<file path="config.mk">
export PLATFORM = sky130hd
export DESIGN_NAME = temperature_drop_lid_detector_unit
export DESIGN_NICKNAME = d
export VERILOG_FILES = /design/src/hw/rtl/tdl_pkg.sv /design/src/hw/rtl/tdl_cell.sv /design/src/hw/rtl/tdl_chain.sv /design/src/hw/rtl/temperature_drop_lid_detector_unit.sv
export SDC_FILE = /design/constraint.sdc
export NUM_CORES = 1
export LEC_CHECK = 0
export ABC_AREA = 0
export BUFFER_PORTS_ARGS = -buffer_cell sky130_fd_sc_hd__buf_2
export CAP_MARGIN = 10
export CORE_ASPECT_RATIO = 1.5
export CORE_UTILIZATION = 55
export CTS_CLUSTER_DIAMETER = 30
export DETAILED_ROUTE_END_ITERATION = 10
export PLACE_DENSITY = 0.7
export SKIP_LAST_GASP = 1
export SLEW_MARGIN = 20
export SYNTH_ARGS = -nofsm -noshare
export SYNTH_HDL_FRONTEND = slang
export SYNTH_SLANG_ARGS = --single-unit
</file>
<file path="constraint.sdc">
create_clock -name aclk -period 12.15 [get_ports aclk]
set_input_delay 1.215 -clock aclk [delete_from_list [all_inputs] [get_ports aclk]]
set_output_delay 1.215 -clock aclk [all_outputs]
set_load 0.01 [all_outputs]
</file>
<file path="src/hw/rtl/tdl_pkg.sv">
// ----------------------------------------------------------------------------
// Lid detector package
// Shared types and constants of the temperature drop lid detector.
// ----------------------------------------------------------------------------
package tdl_pkg;

    localparam int SAMPLE_PERIOD_MS = 2000;
    localparam int CEIL_MARGIN      = 160;
    localparam int RECOVER_MARGIN   = 32;
    localparam int THR_W            = 15;
    localparam int TIME_W           = 32;
    localparam int APB_ADDR_W       = 3;
    localparam int APB_DATA_W       = 32;
    localparam int M_DATA_W         = 8;

    localparam logic REG_DROP_THRESHOLD   = 1'b0;
    localparam logic REG_RECOVERY_TIMEOUT = 1'b1;

    localparam logic [THR_W-1:0]  DROP_THRESHOLD_RST = 15'd160;
    localparam logic [TIME_W-1:0] RECOVERY_TIMEOUT_RST = 32'd300000;

    typedef enum logic [1:0] {
        EV_NONE      = 2'd0,
        EV_OPENED    = 2'd1,
        EV_TIMEOUT   = 2'd2,
        EV_RECOVERED = 2'd3
    } event_t;

    typedef struct packed {
        logic fill;
        logic push;
    } cell_ctrl_t;

endpackage

</file>
<file path="src/hw/rtl/tdl_cell.sv">
// ----------------------------------------------------------------------------
// Lid detector sample cell
// One stage of the sample history: loads on fill, takes its neighbor on push.
// ----------------------------------------------------------------------------
module tdl_cell #(
    parameter int W = 16
) (
    input  logic                 aclk,
    input  tdl_pkg::cell_ctrl_t  ctrl,
    input  logic [W-1:0]         fill_data,
    input  logic [W-1:0]         prev_data,
    output logic [W-1:0]         cell_data
);

    logic [W-1:0] sample_reg;

    always_ff @(posedge aclk) begin
        if (ctrl.fill) begin
            sample_reg <= fill_data;
        end else if (ctrl.push) begin
            sample_reg <= prev_data;
        end
    end

    assign cell_data = sample_reg;

endmodule

</file>
<file path="src/hw/rtl/tdl_chain.sv">
// ----------------------------------------------------------------------------
// Lid detector sample chain
// Row of sample cells; the last cell holds the oldest sample of the window.
// ----------------------------------------------------------------------------
module tdl_chain #(
    parameter int DEPTH = 15,
    parameter int W     = 16
) (
    input  logic                 aclk,
    input  tdl_pkg::cell_ctrl_t  ctrl,
    input  logic [W-1:0]         sample_in,
    output logic [W-1:0]         oldest
);

    localparam int NCELLS = DEPTH - 1;

    logic [W-1:0] tap [NCELLS+1];

    assign tap[0] = sample_in;

    for (genvar i = 0; i < NCELLS; i++) begin : g_cell
        tdl_cell #(
            .W(W)
        ) u_cell (
            .aclk      (aclk),
            .ctrl      (ctrl),
            .fill_data (sample_in),
            .prev_data (tap[i]),
            .cell_data (tap[i+1])
        );
    end

    assign oldest = tap[NCELLS];

endmodule

</file>
<file path="src/hw/rtl/temperature_drop_lid_detector_unit.sv">
// ----------------------------------------------------------------------------
// Temperature drop lid detector
// Flags an open lid from a temperature fall over a window of stored samples.
// ----------------------------------------------------------------------------
// Takes one request per clock while the output is not stalled and returns its
// result in the next cycle through an output register, computed by the
// combinational compare path from the last cell of the sample chain. The first
// request after reset loads the whole chain with its temperature; no clearing
// pass is needed. With the output stalled the block still takes a request
// while the output register is being drained in the same cycle.
module temperature_drop_lid_detector_unit #(
    parameter int RING_DEPTH = 15,
    parameter int TEMP_BITS  = 16
) (
    input  logic                                     aclk,
    input  logic                                     aresetn,
    // request: temperature, target_temp, now_ms (low bits first)
    input  logic                                     s_tvalid,
    output logic                                     s_tready,
    input  logic [((2*TEMP_BITS+32+7)/8)*8-1:0]      s_tdata,
    // result: lid_open, event_res (low bits first)
    output logic                                     m_tvalid,
    input  logic                                     m_tready,
    output logic [tdl_pkg::M_DATA_W-1:0]             m_tdata,
    input  logic                                     psel,
    input  logic                                     penable,
    input  logic                                     pwrite,
    input  logic [tdl_pkg::APB_ADDR_W-1:0]           paddr,
    input  logic [tdl_pkg::APB_DATA_W-1:0]           pwdata,
    output logic [tdl_pkg::APB_DATA_W-1:0]           prdata,
    output logic                                     pready
);

    localparam int TW    = tdl_pkg::TIME_W;
    localparam int CMP_W = (TEMP_BITS > 15) ? TEMP_BITS + 2 : 17;

    logic [TEMP_BITS-1:0] temp_in;
    logic [TEMP_BITS-1:0] target_in;
    logic [TW-1:0]        now_in;
    logic [TEMP_BITS-1:0] oldest;

    logic                        baseline_ready_reg;
    logic [TW-1:0]               last_sample_reg;
    logic [TW-1:0]               open_since_reg;
    logic                        open_flag_reg;
    logic [tdl_pkg::THR_W-1:0]   thr_reg;
    logic [TW-1:0]               timeout_reg;
    logic                        m_tvalid_reg;
    logic [tdl_pkg::M_DATA_W-1:0] m_tdata_reg;

    logic                        open_flag_next;
    tdl_pkg::event_t             event_next;
    logic [tdl_pkg::M_DATA_W-1:0] m_tdata_next;

    logic                 accept;
    logic                 cfg_write;
    logic [TW-1:0]        elapsed;
    logic                 sample_due;
    logic signed [CMP_W-1:0] temp_x;
    logic signed [CMP_W-1:0] target_x;
    logic signed [CMP_W-1:0] oldest_x;
    logic signed [CMP_W-1:0] thr_x;
    logic signed [CMP_W-1:0] drop_x;
    logic                 drop_hit;
    logic                 below_ceiling;
    logic                 recovered;
    logic                 opened;
    logic                 open_mid;
    logic [TW-1:0]        since_eff;
    logic                 timed_out;
    tdl_pkg::cell_ctrl_t  chain_ctrl;

    assign temp_in   = s_tdata[TEMP_BITS-1:0];
    assign target_in = s_tdata[2*TEMP_BITS-1:TEMP_BITS];
    assign now_in    = s_tdata[2*TEMP_BITS+TW-1:2*TEMP_BITS];

    assign s_tready = !m_tvalid_reg || m_tready;
    assign accept   = s_tvalid && s_tready;

    tdl_chain #(
        .DEPTH (RING_DEPTH),
        .W     (TEMP_BITS)
    ) u_chain (
        .aclk      (aclk),
        .ctrl      (chain_ctrl),
        .sample_in (temp_in),
        .oldest    (oldest)
    );

    always_comb begin
        elapsed    = now_in - last_sample_reg;
        sample_due = baseline_ready_reg && (elapsed >= TW'(tdl_pkg::SAMPLE_PERIOD_MS));

        temp_x   = {{(CMP_W-TEMP_BITS){temp_in[TEMP_BITS-1]}}, temp_in};
        target_x = {{(CMP_W-TEMP_BITS){target_in[TEMP_BITS-1]}}, target_in};
        oldest_x = {{(CMP_W-TEMP_BITS){oldest[TEMP_BITS-1]}}, oldest};
        thr_x    = {{(CMP_W-tdl_pkg::THR_W){1'b0}}, thr_reg};
        drop_x   = oldest_x - temp_x;

        drop_hit      = drop_x >= thr_x;
        below_ceiling = temp_x < (target_x + CMP_W'(tdl_pkg::CEIL_MARGIN));
        recovered     = temp_x >= (target_x - CMP_W'(tdl_pkg::RECOVER_MARGIN));

        opened    = sample_due && !open_flag_reg && drop_hit && below_ceiling;
        open_mid  = open_flag_reg || opened;
        since_eff = opened ? now_in : open_since_reg;
        timed_out = (now_in - since_eff) > timeout_reg;

        chain_ctrl.fill = accept && !baseline_ready_reg;
        chain_ctrl.push = accept && sample_due;
    end

    always_comb begin
        event_next     = opened ? tdl_pkg::EV_OPENED : tdl_pkg::EV_NONE;
        open_flag_next = open_mid;
        if (open_mid && timed_out) begin
            event_next     = tdl_pkg::EV_TIMEOUT;
            open_flag_next = 1'b0;
        end
        if (open_mid && recovered) begin
            event_next     = tdl_pkg::EV_RECOVERED;
            open_flag_next = 1'b0;
        end
        m_tdata_next = {{(tdl_pkg::M_DATA_W-3){1'b0}}, event_next, open_flag_next};
    end

    always_ff @(posedge aclk) begin
        if (!aresetn) begin
            baseline_ready_reg <= 1'b0;
            last_sample_reg    <= '0;
            open_since_reg     <= '0;
            open_flag_reg      <= 1'b0;
        end else if (accept) begin
            baseline_ready_reg <= 1'b1;
            if (!baseline_ready_reg || sample_due) begin
                last_sample_reg <= now_in;
            end
            if (opened) begin
                open_since_reg <= now_in;
            end
            open_flag_reg <= open_flag_next;
        end
    end

    always_ff @(posedge aclk) begin
        if (!aresetn) begin
            m_tvalid_reg <= 1'b0;
        end else if (s_tready) begin
            m_tvalid_reg <= s_tvalid;
        end
    end

    always_ff @(posedge aclk) begin
        if (accept) begin
            m_tdata_reg <= m_tdata_next;
        end
    end

    assign m_tvalid = m_tvalid_reg;
    assign m_tdata  = m_tdata_reg;

    assign pready    = 1'b1;
    assign cfg_write = psel && penable && pwrite && pready;

    always_ff @(posedge aclk) begin
        if (!aresetn) begin
            thr_reg     <= tdl_pkg::DROP_THRESHOLD_RST;
            timeout_reg <= tdl_pkg::RECOVERY_TIMEOUT_RST;
        end else if (cfg_write) begin
            case (paddr[2])
                tdl_pkg::REG_DROP_THRESHOLD: begin
                    thr_reg <= pwdata[tdl_pkg::THR_W-1:0];
                end
                tdl_pkg::REG_RECOVERY_TIMEOUT: begin
                    timeout_reg <= pwdata[TW-1:0];
                end
                default: begin
                    thr_reg <= thr_reg;
                end
            endcase
        end
    end

    always_comb begin
        case (paddr[2])
            tdl_pkg::REG_DROP_THRESHOLD: begin
                prdata = {{(tdl_pkg::APB_DATA_W-tdl_pkg::THR_W){1'b0}}, thr_reg};
            end
            tdl_pkg::REG_RECOVERY_TIMEOUT: begin
                prdata = timeout_reg;
            end
            default: begin
                prdata = '0;
            end
        endcase
    end

endmodule

</file>
## After elaboration in Yosys (flattened, before gate mapping)

Index checks and enable logic that the tools add are counted.

| cells by class | value |
|---|---|
| bitwise gates (word level) | 1 |
| muxes and demuxes | 34 |
| $lt $le $gt $ge | 5 |
| $add $sub $neg | 5 |
| reduce and logical (&&, ||, !) cells | 22 |

Operators by type and width:

| kind | count |
|---|---|
| $mux 16 | 28 |
| $pmux 32 s2 | 1 |
| $sub 32x32->32 | 2 |
| $ge 32x11->1 const B | 1 |
| $gt 32x32->1 | 1 |
| $mux 32 | 1 |
| $add 16x9->17 const B | 1 |
| $ge 16x17->1 | 1 |
| $ge 17x16->1 | 1 |
| $lt 16x17->1 | 1 |
| $sub 16x16->17 | 1 |
| $sub 16x7->17 const B | 1 |
| $logic_and 1x1->1 | 11 |
| $reduce_and 2->1 | 3 |
| $mux 1 | 4 |
| $logic_not 1->1 | 3 |
| $logic_or 1x1->1 | 3 |
| $reduce_bool 2->1 | 1 |
| $reduce_or 2->1 | 1 |
| $not 1->1 | 1 |

| storage, ports and cells | value |
|---|---|
| register bits after elaboration | 341 |
| bits of input ports | 106 |

## Depth between registers and ports, before layout

| logic depth | value |
|---|---|
| depth in word-level cells | 12 |
| gate-level depth with buffers | 50 |

## Cells and area by module

A second synthesis with hierarchy kept.

| unflattened totals | value |
|---|---|
| cell total of the unflattened synthesis | 2045 |
| area total of the unflattened synthesis | 21933.5 um^2 |

By module, submodules not included:

| module | sequential area each (um^2) | area an instance (um^2) | cells each | instances |
|---|---|---|---|---|
| temperature_drop_lid_detector_unit | 2372.3 | 11686.2 | 1555 | 1 |
| tdl_cell | 480.5 | 732.0 | 35 | 14 |

## Worst setup path after synthesis

No wires, ideal clock.

| timing path | value |
|---|---|
| path kind | input port to flip-flop |
| start point | input port s_tdata[4] |
| end point | register m_tdata_reg, in the netlist m_tdata[1] (data pin) |
| path slack | 2.937 ns |
| arrival time | 9.067 ns |
| setup time | 0.146 ns |
| path buffers | 1 |
| stages | 46 |
| cell sequence | inv_1 ha_1 a21o_1 a21oi_1 nand3_1 o311a_1 a21o_1 a21oi_1 o21bai_1 a21oi_1 xnor2_1 ha_1 o21ai_0 nor2_1 nor4_1 nor2_1 a211o_1 o21a_1 [10 not listed] o21ai_0 o31ai_1 a2111oi_4 o31ai_4 o21ai_4 nor2b_1 a31oi_1 xnor2_1 ha_1 a21o_1 a21o_1 a21oi_1 nor2_1 a211oi_1 o31ai_1 o31ai_1 nand3_1 a21oi_1 |

| between the ends | value |
|---|---|
| longest elaborated chain between the ends | 9 |
| elaborated cells on any way between the ends | 14 |
| those cells by class | add/sub (2); order compare (4); mux (3); reduce/logical (5) |

RTL lines:

| item | RTL line | source |
|---|---|---|
| start: declaration | temperature_drop_lid_detector_unit.sv:20 | `input logic [((2*TEMP_BITS+32+7)/8)*8-1:0] s_tdata,` |
| $sub 16x16->17 | temperature_drop_lid_detector_unit.sv:98 | `drop_x = oldest_x - temp_x;` |
| $ge 17x16->1 | temperature_drop_lid_detector_unit.sv:100 | `drop_hit = drop_x >= thr_x;` |
| $logic_and 1x1->1 (2 in a row) | temperature_drop_lid_detector_unit.sv:104 | `opened = sample_due && !open_flag_reg && drop_hit && below_ceiling;` |
| $mux 32 | -- |  |
| $sub 32x32->32 | temperature_drop_lid_detector_unit.sv:107 | `timed_out = (now_in - since_eff) > timeout_reg;` |
| $gt 32x32->1 | temperature_drop_lid_detector_unit.sv:107 |  |
| $logic_and 1x1->1 | temperature_drop_lid_detector_unit.sv:116 | `if (open_mid && timed_out) begin` |
| $mux 1 | temperature_drop_lid_detector_unit.sv:116 |  |
| end signal: assignment | temperature_drop_lid_detector_unit.sv:155 | `m_tdata_reg <= m_tdata_next;` |
| end: declaration | temperature_drop_lid_detector_unit.sv:49 | `logic [tdl_pkg::M_DATA_W-1:0] m_tdata_reg;` |

Several ways; a longest one is shown, not always the timed one.
A chain may end at the register's enable or synchronous reset.

## Final worst setup path

| timing path | value |
|---|---|
| start point | input port s_tdata[2] |
| end point | register m_tdata_reg, in the netlist m_tdata[1] (data pin) |

Same word-level chain as after synthesis.

==> run metrics <==
status=complete, no violations; layout cell share with drive strength beyond 1=0.1287; ys flop type=edfxtp_1; Worst Path Required=12.59 ns; via count=15350; total power=3.919 mW; Clk pin slew, worst setup/hold paths=0.05 ns; #FFs+latches synth=341; top cell type's share of synthesized area=0.3366; Seq/Total Area, Yosys=0.4492; Port Buffer Count=140; H-tree levels=2; commonest non-fill, non-tap cell in the layout=a21o_1; max reg flops=224; syn avg cell area=10.11 sq um; placed insts=2534; EDFF count, synth=227; cell taking the most area after synthesis=edfxtp_1; hold_buf cts=0; cts bufs inserted=58; fin crit share=0.8366; clk buf depth=3; critical path fanouts, max=7; number of global-route vias before repair=15410; Critical Path AT=10.61 ns; die area=0.03761 sq mm; Peak Freq=0.09838 GHz; Pwr per Cell Area=167.6 mW/mm^2; Vias per Instance=5.797; unrepaired setup endpoints after global routing=false; Rows=85; Clk Latency, worst-skew pair=0.59 ns; max_slew headroom=0.3048; GP Congestion=0.9239; CP max stage delay=0.42 ns; Die W=158.7 um; DR WL/cell=18.56 um; DR iter-0 viols=726; HPWL after DPL=35720 um; Cell Area, Synth=0.02025 sq mm; Die Y=237.0 um; largest net degree at the start of global routing=154; Ys Warns=0; Starting Density=0.5618; highest-count cells in the layout ignoring fill and taps=a21o_1, edfxtp_1, nand2_1; Mapped Cells=2004; CTS root buf=clkbuf_16; clk sinks=341; Area growth, synth to finish=15.49%; Synth cell types=83; setup TNS=0 ns; crit path kind=in -> reg; slowest CP cell=o31ai_4; Hold Path Class=reg -> reg; Post-route DRC=0; max cap viols=0; core area=0.03605 sq mm; crit path launch type=primary input; CTS tree=built; I/O pins=149; Setup crit end kind=flop; Period minus WS final=10.17 ns; nets@finish=2382; cell leakage power=10.84 nW; Post-CTS Setup Inserts=0; CTS resizes=0; fin. max-slew vios=0; Crit path top cell by count=a21oi_1; Slew @ Worst Pin=1.043 ns; DRT Wirelength=49130 um; initial antenna violation count=2; largest cells by area after synthesis=edfxtp_1, dfxtp_1, ha_1, a21o_1, nand2_1; maximum vdd drop=0.1320 mV; PnR worst setup slack=1.985 ns; first-pass GRT wire length=77760 um; Setup-failing EPs final=0; post-route insts no fill=2647; Worst Skew=0.02485 ns; GRT Residual Overflow=0; gr usage total=0.2656; Routed Antenna Nets=0; first-pass iteration count of the detailed router=7; final hold violation count=0; Async SR Flop Fraction=0; dpl ws=1.534 ns
-- synth_stat cells (4+ instances only) --
master / instances
nor4_1: 10
or3_1: 8
dfxtp_1: 114
nand3_1: 25
a211o_1: 11
and3_1: 9
nor3_1: 21
o211ai_1: 14
nor2_1: 107
a21o_1: 257
and2_1: 5
o21ai_0: 76
xor2_1: 30
nor2b_1: 46
nand4_1: 27
a31oi_1: 9
clkbuf_1: 75
a21oi_1: 91
nand2_1: 202
mux2i_1: 62
o21a_1: 23
buf_2: 12
inv_1: 133
nor3b_1: 4
a211oi_1: 14
nand2b_1: 11
ha_1: 155
xnor2_1: 42
edfxtp_1: 227
o31ai_1: 10
buf_4: 7
o211a_1: 30
buf_1: 7
o21bai_1: 11
a21boi_0: 45
-- stage by stage --
stage               utilization  instance area [sq um]  hold slack [ns]
global route             0.6486                  23380           0.4819
CTS                      0.6474                  23340           0.4673
detailed placement       0.5893                  21250           0.4615
global placement         0.5893                  21250           0.4539
finish                   0.6488                  23390           0.4632
floorplan                     -                  20270           0.4435
-- critical path, delay by kind of cell --
kind,cells,cell delay (ns)
simple gates,12,2.04
mux,1,0.35
xor+xnor,2,0.25
buf+inv,3,0.42
compound gates,25,5.07
fa+ha+maj,4,1.20
-- layer usage --
| metal | track usage | part of all wire |
|---|---|---|
| met5 | 0 | 0.00063 |
| met3 | 0.03953 | 0.036 |
| met2 | 0.4743 | 0.51 |
| met4 | 0.1780 | 0.070 |
| met1 | 0.2848 | 0.38 |
-- where the power goes --
group,leakage (nW),total [mW],switching [mW],internal [mW]
clock,0.996,1.74,0.578,1.16
combinational,6.69,0.803,0.468,0.335
sequential,3.16,1.38,0.0289,1.35
total,10.8,3.92,1.08,2.84
-- area by class of cell --
| cell class | instances | area (sq um) |
|---|---|---|
| diodes | 2 | 5.005 |
| clock buffers | 73 | 1548 |
| clock inverters | 36 | 546.8 |
| fillers | 2923 | 12660 |
| inverters | 135 | 514.2 |
| multi-input cells | 1431 | 10270 |
| flip-flops and latches | 341 | 9099 |
| well taps | 478 | 598.1 |
| repair buffers | 151 | 810.8 |
-- path summary, 6_finish.rpt --
path         cells after the start    endpoint                              startpoint  slack, ns
max                             47  m_tdata[1]                              s_tdata[2]       1.98
min                              2  thr_reg[4]                              thr_reg[4]       0.46
max reg2reg                     47  m_tdata[1]  u_chain.g_cell[13].u_cell.cell_data[0]       2.43
min reg2reg                      2  thr_reg[4]                              thr_reg[4]       0.46
-- cell families after synthesis --
family / Yosys count / synth area share
AOI/OAI and AO/OA: 645 / 0.2324
and+or+nand+nor: 486 / 0.1106
DFF: 341 / 0.4492
buffers and inverters: 236 / 0.04578
adders and majority gates: 158 / 0.09872
xor gates and xnor gates: 72 / 0.03114
muxes: 64 / 0.03175
other: 2 / 0.0003708
No activity file was read; power rests on OpenSTA's default activity.
